===== src/pfps_pkg.sv =====
`default_nettype none
package pfps_pkg;

  // Scan phase, one-hot
  typedef enum logic [3:0] {
    PH_TAG  = 4'b0001,
    PH_VAL  = 4'b0010,
    PH_LEN  = 4'b0100,
    PH_SKIP = 4'b1000
  } phase_t;

  localparam logic [1:0] DEC_NONE   = 2'd0;
  localparam logic [1:0] DEC_FOUND  = 2'd1;
  localparam logic [1:0] DEC_REJECT = 2'd2;

  localparam logic [2:0] WT_VARINT  = 3'd0;
  localparam logic [2:0] WT_FIXED64 = 3'd1;
  localparam logic [2:0] WT_LEN     = 3'd2;
  localparam logic [2:0] WT_FIXED32 = 3'd5;

  localparam logic REG_MATCH_FIRST  = 1'b0;
  localparam logic REG_MATCH_SECOND = 1'b1;

  localparam logic [31:0] MATCH_FIRST_RESET  = 32'd12;
  localparam logic [31:0] MATCH_SECOND_RESET = 32'd13;

  localparam logic [3:0] VARINT_MAX_BYTES = 4'd10;
  localparam int FIXED64_BYTES = 8;
  localparam int FIXED32_BYTES = 4;

  localparam int SKIP_COUNT_BITS_DEFAULT = 32;

endpackage
`default_nettype wire


===== src/protobuf_field_presence_scanner.sv =====
`default_nettype none
// The verdict is registered and shows in the cycle after the last byte's transfer.
// Throughput: one byte per cycle while the input is not stalled; each byte is a single
// pass through the tag/length decode between the scan state registers and the verdict register.
// Input is stalled only while a verdict waits and the output is not ready.
// Reset (rst, synchronous): scan state cleared, no verdict pending, match fields 12 and 13.
module protobuf_field_presence_scanner #(
  parameter int SKIP_COUNT_BITS = pfps_pkg::SKIP_COUNT_BITS_DEFAULT
) (
  input  wire logic        clk,
  input  wire logic        rst,
  input  wire logic        in_valid,
  output logic             in_ready,
  input  wire logic [7:0]  data_byte,
  input  wire logic        last_byte,
  output logic             out_valid,
  input  wire logic        out_ready,
  output logic [1:0]       verdict,
  input  wire logic        cfg_we,
  input  wire logic        cfg_index,
  input  wire logic [31:0] cfg_data
);

  pfps_pkg::phase_t            phase, phase_next;
  logic [63:0]                 acc, acc_next;
  logic [3:0]                  cnt, cnt_next;
  logic [SKIP_COUNT_BITS-1:0]  skip, skip_next;
  logic [1:0]                  decision, decision_next;
  logic [1:0]                  verdict_next;
  logic [31:0]                 match_first, match_second;

  logic                        in_fire;
  logic [63:0]                 acc_or;
  logic [6:0]                  shamt;
  logic [3:0]                  cnt_inc;
  logic [SKIP_COUNT_BITS-1:0]  skip_dec;
  logic [31:0]                 fld;
  logic [2:0]                  wt;
  logic                        len_over;

  assign in_ready = !out_valid || out_ready;
  assign in_fire  = in_valid && in_ready;

  assign shamt    = 7'(cnt) * 7'd7;
  assign acc_or   = (cnt < pfps_pkg::VARINT_MAX_BYTES) ?
                    (acc | ({56'd0, 1'b0, data_byte[6:0]} << shamt)) : acc;
  assign cnt_inc  = cnt + 4'd1;
  assign fld      = acc_or[34:3];
  assign wt       = acc_or[2:0];
  // Length too big for the skip counter
  assign len_over = |(acc_or >> SKIP_COUNT_BITS);
  assign skip_dec = (skip != '0) ? skip - SKIP_COUNT_BITS'(1) : skip;

  always_comb begin
    phase_next    = phase;
    acc_next      = acc;
    cnt_next      = cnt;
    skip_next     = skip;
    decision_next = decision;
    verdict_next  = pfps_pkg::DEC_NONE;

    if (decision == pfps_pkg::DEC_NONE) begin
      if (phase == pfps_pkg::PH_SKIP) begin
        skip_next = skip_dec;
        if (skip_dec == '0) begin
          phase_next = pfps_pkg::PH_TAG;
        end
      end else if (data_byte[7]) begin
        acc_next = acc_or;
        cnt_next = cnt_inc;
        if (cnt_inc >= pfps_pkg::VARINT_MAX_BYTES) begin
          decision_next = pfps_pkg::DEC_REJECT;
        end
      end else begin
        acc_next = '0;
        cnt_next = '0;
        case (phase)
          pfps_pkg::PH_TAG: begin
            if (fld == '0) begin
              decision_next = pfps_pkg::DEC_REJECT;
            end else begin
              case (wt)
                pfps_pkg::WT_VARINT: begin
                  phase_next = pfps_pkg::PH_VAL;
                end
                pfps_pkg::WT_FIXED64: begin
                  skip_next  = SKIP_COUNT_BITS'(pfps_pkg::FIXED64_BYTES);
                  phase_next = pfps_pkg::PH_SKIP;
                end
                pfps_pkg::WT_LEN: begin
                  if (fld == match_first || fld == match_second) begin
                    decision_next = pfps_pkg::DEC_FOUND;
                  end else begin
                    phase_next = pfps_pkg::PH_LEN;
                  end
                end
                pfps_pkg::WT_FIXED32: begin
                  skip_next  = SKIP_COUNT_BITS'(pfps_pkg::FIXED32_BYTES);
                  phase_next = pfps_pkg::PH_SKIP;
                end
                default: begin
                  decision_next = pfps_pkg::DEC_REJECT;
                end
              endcase
            end
          end
          pfps_pkg::PH_VAL: begin
            phase_next = pfps_pkg::PH_TAG;
          end
          default: begin
            if (len_over) begin
              decision_next = pfps_pkg::DEC_REJECT;
            end else if (acc_or == '0) begin
              phase_next = pfps_pkg::PH_TAG;
            end else begin
              skip_next  = acc_or[SKIP_COUNT_BITS-1:0];
              phase_next = pfps_pkg::PH_SKIP;
            end
          end
        endcase
      end
    end

    if (last_byte) begin
      if (decision_next != pfps_pkg::DEC_NONE) begin
        verdict_next = decision_next;
      end else if (phase_next == pfps_pkg::PH_TAG && cnt_next == '0) begin
        verdict_next = pfps_pkg::DEC_NONE;
      end else begin
        verdict_next = pfps_pkg::DEC_REJECT;
      end
      // next message starts clean
      phase_next    = pfps_pkg::PH_TAG;
      acc_next      = '0;
      cnt_next      = '0;
      skip_next     = '0;
      decision_next = pfps_pkg::DEC_NONE;
    end
  end

  always_ff @(posedge clk) begin
    if (rst) begin
      phase    <= pfps_pkg::PH_TAG;
      acc      <= '0;
      cnt      <= '0;
      skip     <= '0;
      decision <= pfps_pkg::DEC_NONE;
    end else if (in_fire) begin
      phase    <= phase_next;
      acc      <= acc_next;
      cnt      <= cnt_next;
      skip     <= skip_next;
      decision <= decision_next;
    end
  end

  always_ff @(posedge clk) begin
    if (rst) begin
      out_valid <= 1'b0;
    end else if (in_fire && last_byte) begin
      out_valid <= 1'b1;
    end else if (out_ready) begin
      out_valid <= 1'b0;
    end
  end

  always_ff @(posedge clk) begin
    if (in_fire && last_byte) begin
      verdict <= verdict_next;
    end
  end

  always_ff @(posedge clk) begin
    if (rst) begin
      match_first  <= pfps_pkg::MATCH_FIRST_RESET;
      match_second <= pfps_pkg::MATCH_SECOND_RESET;
    end else if (cfg_we) begin
      case (cfg_index)
        pfps_pkg::REG_MATCH_FIRST:  match_first  <= cfg_data;
        pfps_pkg::REG_MATCH_SECOND: match_second <= cfg_data;
        default: ;
      endcase
    end
  end

`ifndef SYNTHESIS
  a_cnt_bound: assert property (@(posedge clk) disable iff (rst)
    cnt <= pfps_pkg::VARINT_MAX_BYTES)
    else $error("varint byte count past limit");

  a_skip_nonzero: assert property (@(posedge clk) disable iff (rst)
    phase == pfps_pkg::PH_SKIP |-> skip != '0)
    else $error("skip phase with empty count");

  a_last_gives_verdict: assert property (@(posedge clk) disable iff (rst)
    in_fire && last_byte |=> out_valid && verdict != 2'd3)
    else $error("no legal verdict after last byte transfer");

  a_stall_only_on_backpressure: assert property (@(posedge clk) disable iff (rst)
    !in_ready |-> out_valid && !out_ready)
    else $error("input stalled without pending verdict");
`endif

endmodule
`default_nettype wire

===== config.mk =====
export PLATFORM = sky130hd
export DESIGN_NAME = protobuf_field_presence_scanner
export DESIGN_NICKNAME = d
export VERILOG_FILES = /design/src/pfps_pkg.sv /design/src/protobuf_field_presence_scanner.sv
export SDC_FILE = /design/constraint.sdc
export NUM_CORES = 1
export LEC_CHECK = 0
export BUFFER_PORTS_ARGS = -buffer_cell sky130_fd_sc_hd__buf_2
export CAP_MARGIN = 15
export CORE_MARGIN = 4
export CORE_UTILIZATION = 65
export CTS_CLUSTER_DIAMETER = 40
export DETAILED_ROUTE_END_ITERATION = 10
export PLACE_DENSITY = 0.82
export SKIP_CTS_REPAIR_TIMING = 1
export SYNTH_ARGS = -nofsm -noshare
export SYNTH_HDL_FRONTEND = slang
export SYNTH_SLANG_ARGS = --single-unit

===== constraint.sdc =====
create_clock -name clk -period 5.9 [get_ports clk]
set_input_delay 0.59 -clock clk [delete_from_list [all_inputs] [get_ports clk]]
set_output_delay 0.59 -clock clk [all_outputs]
set_load 0.005 [all_outputs]

# Word-level counts from Yosys, hierarchy flattened
# Index checks and enable logic that the tools add are counted.
[totals]
regBits = 173
latchBits = 0
ramBits = 0
romBits = 0
inputBits = 47
out_inout_bits = 4
wordCells = 100
mem_count = 0
[op_classes]
addsub = 2
multipliers = 1
div_mod_pow = 0
magnitude_cmp = 2
n_eq_ne = 16
shift = 1
n_mux = 44
n_bitwise = 2
reduce_logical = 23
[op_table]
columns = ["op", "n"]
rows = [
  ["$mux W64", 5],
  ["$mux W32", 8],
  ["$pmux W32 S2", 2],
  ["$eq A32 B32 Y1", 2],
  ["$logic_not A32 Y1", 2],
  ["$logic_not A64 Y1", 1],
  ["$or A64 B64 Y64", 1],
  ["$shl A7 B7 Y64", 1],
  ["$mux W4", 13],
  ["$reduce_bool A32 Y1", 1],
  ["$reduce_or A32 Y1", 1],
  ["$sub A32 B1 Y32 const B", 1],
  ["$mux W2", 10],
  ["$pmux W4 S3", 1],
  ["$eq A4 B1 Y1 const B", 2],
  ["$pmux W2 S2", 2],
  ["$pmux W4 S2", 1],
  ["$reduce_and A8 Y1", 1],
  ["$mul A4 B3 Y7 const B", 1],
  ["$reduce_bool A2 Y1", 3],
  ["$ne A5 B3 Y1 const B", 1],
  ["$add A4 B1 Y4 const B", 1],
  ["$eq A4 B2 Y1 const B", 1],
  ["$eq A4 B4 Y1 const B", 1],
  ["23 further kinds", 28],
]

# Longest topological paths before layout
[logic_depth]
word_depth = 17
depth_mapped = 13
depth_no_buf = 11

# Worst setup path after synthesis
# Ideal clock, no wire load.
[synth_timing]
path_kind = "reg-to-reg"
startpoint = "reg cnt[0]"
endpoint = "reg verdict[1], data pin"
setup_time_ns = 0.259
arrival_time_ns = 3.030
t_required_ns = 5.641
slack_ns = 2.611
path_stages_with_launch = 13
n_path_buf = 3
period_less_slack_ns = 3.289
cell_sequence = "dfxtp_1 -> buf_4 -> buf_4 -> nor4b_4 -> buf_6 -> a21oi_2 -> xor2_1 -> nand3_1 -> or4_1 -> o31ai_2 -> o2bb2ai_1 -> or4_1 -> o31a_1"
[synth_between]
elab_chain_len = 17
word_cells_on_any_way = 46
cone_classes = "add/sub: 1; mul: 1; order compare: 2; eq/ne: 6; shift: 1; mux: 24; bitwise: 1; reduce/logical: 10"
[synth_rtl]
columns = ["item", "line_no", "rtl"]
rows = [
  ["from (decl)", "protobuf_field_presence_scanner.sv:26", "logic [3:0] cnt, cnt_next;"],
  ["from (signal assigned)", "protobuf_field_presence_scanner.sv:151", "cnt <= cnt_next;"],
  ["$mul A4 B3 Y7", "protobuf_field_presence_scanner.sv:44", "assign shamt = 7'(cnt) * 7'd7;"],
  ["$shl A7 B7 Y64", "protobuf_field_presence_scanner.sv:46", "(acc | ({56'd0, 1'b0, data_byte[6:0]} << shamt)) : acc;"],
  ["$or A64 B64 Y64", "protobuf_field_presence_scanner.sv:46", ""],
  ["$mux W64", "protobuf_field_presence_scanner.sv:45", "assign acc_or = (cnt < pfps_pkg::VARINT_MAX_BYTES) ?"],
  ["$eq A32 B32 Y1", "protobuf_field_presence_scanner.sv:91", "if (fld == match_first || fld == match_second) begin"],
  ["$logic_or A1 B1 Y1", "protobuf_field_presence_scanner.sv:91", ""],
  ["$mux W4", "protobuf_field_presence_scanner.sv:91", ""],
  ["$pmux W4 S3", "protobuf_field_presence_scanner.sv:82", "case (wt)"],
  ["$mux W4", "protobuf_field_presence_scanner.sv:79", "if (fld == '0) begin"],
  ["$pmux W4 S2", "protobuf_field_presence_scanner.sv:77", "case (phase)"],
  ["$mux W4", "protobuf_field_presence_scanner.sv:68", "end else if (data_byte[7]) begin"],
  ["$mux W4", "protobuf_field_presence_scanner.sv:63", "if (phase == pfps_pkg::PH_SKIP) begin"],
  ["$mux W4", "protobuf_field_presence_scanner.sv:62", "if (decision == pfps_pkg::DEC_NONE) begin"],
  ["$eq A4 B1 Y1", "protobuf_field_presence_scanner.sv:127", "end else if (phase_next == pfps_pkg::PH_TAG && cnt_next == '0) begin"],
  ["$logic_and A1 B1 Y1", "protobuf_field_presence_scanner.sv:127", ""],
  ["$mux W2", "protobuf_field_presence_scanner.sv:127", ""],
  ["$mux W2 (*)", "protobuf_field_presence_scanner.sv:125", "if (decision_next != pfps_pkg::DEC_NONE) begin"],
  ["to (signal assigned)", "protobuf_field_presence_scanner.sv:169", "verdict <= verdict_next;"],
  ["to (decl)", "protobuf_field_presence_scanner.sv:18", "output logic [1:0] verdict,"],
]
# Every way passes the cells marked *; elsewhere a longest branch is shown, timed or not.
# A chain may end at the register's enable or synchronous reset.

# Worst setup path after layout
[layout_timing]
startpoint = "reg cnt[2]"
endpoint = "reg verdict[1], data pin"
# Same word-level chain as after synthesis.

==> flow_metrics.tcl <==
set metrics [dict create \
    timing.hold.worst.start "cfg_data[22]" \
    final_design_area_excluding_fillers_um2 10750 \
    total_leakage_power_nw 3.730 \
    cap_viol_max_count 0 \
    final.fill_count 1252 \
    worst-setup-path-type "reg -> reg" \
    fp.coreArea_um2 15150 \
    antenna_violations_before_repair 1 \
    cts-root-buf "clkbuf_16" \
    status "completed" \
    initial_utilization 0.6625 \
    hpwl_mm 22.24 \
    timing.critical_path.required_ps 6090 \
    die_w_um 132.3 \
    globalRouteTotalUtil 0.3625 \
    die_h_um 132.3 \
    grt_first_pass_wirelength_mm 51.24 \
    drv_slew 0 \
    slew-limit-headroom 0.2703 \
    clock_path_buffers 2 \
    routability_cong 0.9919 \
    setup_clock_skew_after_layout_ps 13.37 \
    ys_ff_latch 173 \
    fin_crit_ps 4646 \
    overflow_after_grt 0 \
    cts.htree.levels 4 \
    worstHoldPathType "in -> reg" \
    num_rows 45 \
    post_synth_inst_count 1367 \
    end_kind "flip-flop" \
    area_growth_from_synthesis_to_layout_pct 7.120 \
    tightestPinTransition_ps 1093 \
    routed-via-count 10540 \
    wire_per_inst_um 21.25 \
    fin_setup_tns_ps 0 \
    drt-vias-per-instance 6.864 \
    post_synth_num_cell_types 80 \
    syn_nets 1417 \
    route.detailed.drc 0 \
    area_of_the_die_um2 17490 \
    cellPowerDensity_nw_per_um2 260.4 \
    grt_start_max_net_pins 97 \
    regArea_um2 3483 \
    synth.top_cells.by_area "dfxtp_1, nand2_1, a21oi_1" \
    max_freq_ghz 0.2152 \
    worstPathArrival_ps 4840 \
    cts_made_buffers 17 \
    area_occupied_by_multi_input_gates_um2 5981 \
    final_core_utilization 0.7097 \
    port-buffer-count 50 \
    n_antenna_cell 0 \
    worst-path-max-fanout 29 \
    final_setup_violations 0 \
    grt_setup_unrepaired "no" \
    start_kind "flip-flop" \
    fin_worst_hold_slack_ps 385.6 \
    ys_async_sr_fraction 0 \
    cts_num_sinks 173 \
    timing.final.crit_share 0.7875 \
    synthMostInstantiatedCell "nand2_1" \
    detail_route.first_pass.iterations 7 \
    post_synth_most_frequent_cells "nand2_1, dfxtp_1, a21oi_1, nor2_1, clkbuf_1" \
    tritoncts "built" \
    irDropWorstVdd_uv 232.7 \
    synthesis.area_um2 10030 \
    seq_area_frac_synth 0.3471 \
    floorplan.io_pins 51 \
    design.final.nets 1384 \
    drt-initial-drc-count 1472 \
    synth.largest_area_cell "dfxtp_1" \
    dominantRegCellSynth "dfxtp_1" \
    synth.yosys.warnings 0 \
    synth.avg_cell_area_um2 7.341 \
    instance_area_after_placement_um2 10110 \
    setup.worst_path.start "cnt[2]$_SDFFE_PP0P_" \
    synth.top_cell.area_share 0.3411 \
    hold_violations 0 \
    synth-edff-count 2 \
    routed_wl_mm 32.62 \
    route.antenna.remaining_nets 0 \
    clk_pin_slew_ps 80 \
    first_global_vias 9191 \
    share_of_final_layout_standard_cells_stronger_than_drive_strength_1 0.09725 \
    clkLatencyLatePin_ps 440 \
    reg2reg_from "cnt[2]$_SDFFE_PP0P_" \
]
[per-layer routing]
layer | GRT usage | part of all wire | up-vias
li1 | - | - | 4854
met2 | 0.5624 | 0.45 | 689
met4 | 0.1109 | 0.028 | 0
met3 | 0.08015 | 0.12 | 89
met1 | 0.5072 | 0.40 | 4904
met5 | 0 | 0 | -
[stage by stage]
stage | instances | total power [W] | worst slack [ps]
2_1_floorplan | 1367 | 0.001552 | 2611
3_3_place_gp | 1501 | 0.001662 | 1524
3_5_place_dp | 1501 | 0.001668 | 1410
4_1_cts | 1533 | 0.002779 | 1390
5_1_grt | 1535 | 0.002883 | 1127
6_report | 1535 | 0.002799 | 1254
[final cells by class]
cell class / count / area share
clock inverter: 15 / 0.01595
multi-input combinational: 1061 / 0.5564
sequential: 173 / 0.3241
timing repair buffer: 65 / 0.03655
inverter: 16 / 0.005587
clock buffer: 17 / 0.03958
tap: 188 / 0.02188
[cell usage in the layout (no fill, tap or decap), types with 12 or more instances in the layout]
cell type | netlist | final
buf_2 | 7 | 49
a21oi_1 | 164 | 164
o21ai_0 | 53 | 53
a211oi_1 | 38 | 38
nor4_1 | 37 | 37
or3_1 | 30 | 30
dfxtp_1 | 171 | 171
nand4_1 | 17 | 17
nor3_1 | 28 | 28
nand3_1 | 12 | 12
xor2_1 | 22 | 22
nand2_1 | 253 | 253
buf_4 | 10 | 14
clkbuf_16 | 0 | 17
nor2_1 | 141 | 141
xnor2_1 | 26 | 26
o22ai_1 | 24 | 24
inv_1 | 15 | 15
a22oi_1 | 48 | 48
[where the power goes]
group / internal, W / total (W) / switching, W
Sequential: 0.00120 / 0.00124 / 0.0000390
Combinational: 0.000144 / 0.000429 / 0.000285
Clock: 0.000571 / 0.00113 / 0.000564
Total: 0.00191 / 0.00280 / 0.000888
[worst max-delay path, cell delays in order, from the launching register on]
cell and delay, ps:
dfxtp_1 950, nor4b_4 960, a21oi_1 230, xor2_1 180, nand4_1 120, or4_1 560
o31ai_2 460, o2bb2ai_1 140, or4_1 530, o31a_1 250
[kinds of logic after synthesis]
family / count (synthesis) / synth area share
buf+inv: 133 / 0.05735
mux: 2 / 0.001995
flops: 173 / 0.3471
xor+xnor: 48 / 0.04189
compound gates: 408 / 0.2562
fa+ha+maj: 3 / 0.003741
simple gates: 600 / 0.2916
[sequential cells by signal, indices dropped and copies added, names as in the netlist]
register	count
acc	64
match_first	32
match_second	32
skip	32
cnt	4
phase	4
decision	2
verdict	2
out_valid	1
[final timing paths]
| kind | end | slack (ps) | depth (start not counted) |
|---|---|---|---|
| worst min-delay path | match_first[22]$_SDFFE_PP0P_ | 390 | 3 |
| worst min register to register | match_second[12]$_SDFFE_PP0P_ | 470 | 2 |
| worst max-delay path | verdict[1]$_SDFFCE_PN0P_ | 1250 | 9 |
| worst max register to register | verdict[1]$_SDFFCE_PN0P_ | 1250 | 9 |
Note: power is estimated with default switching activity, not from simulation.
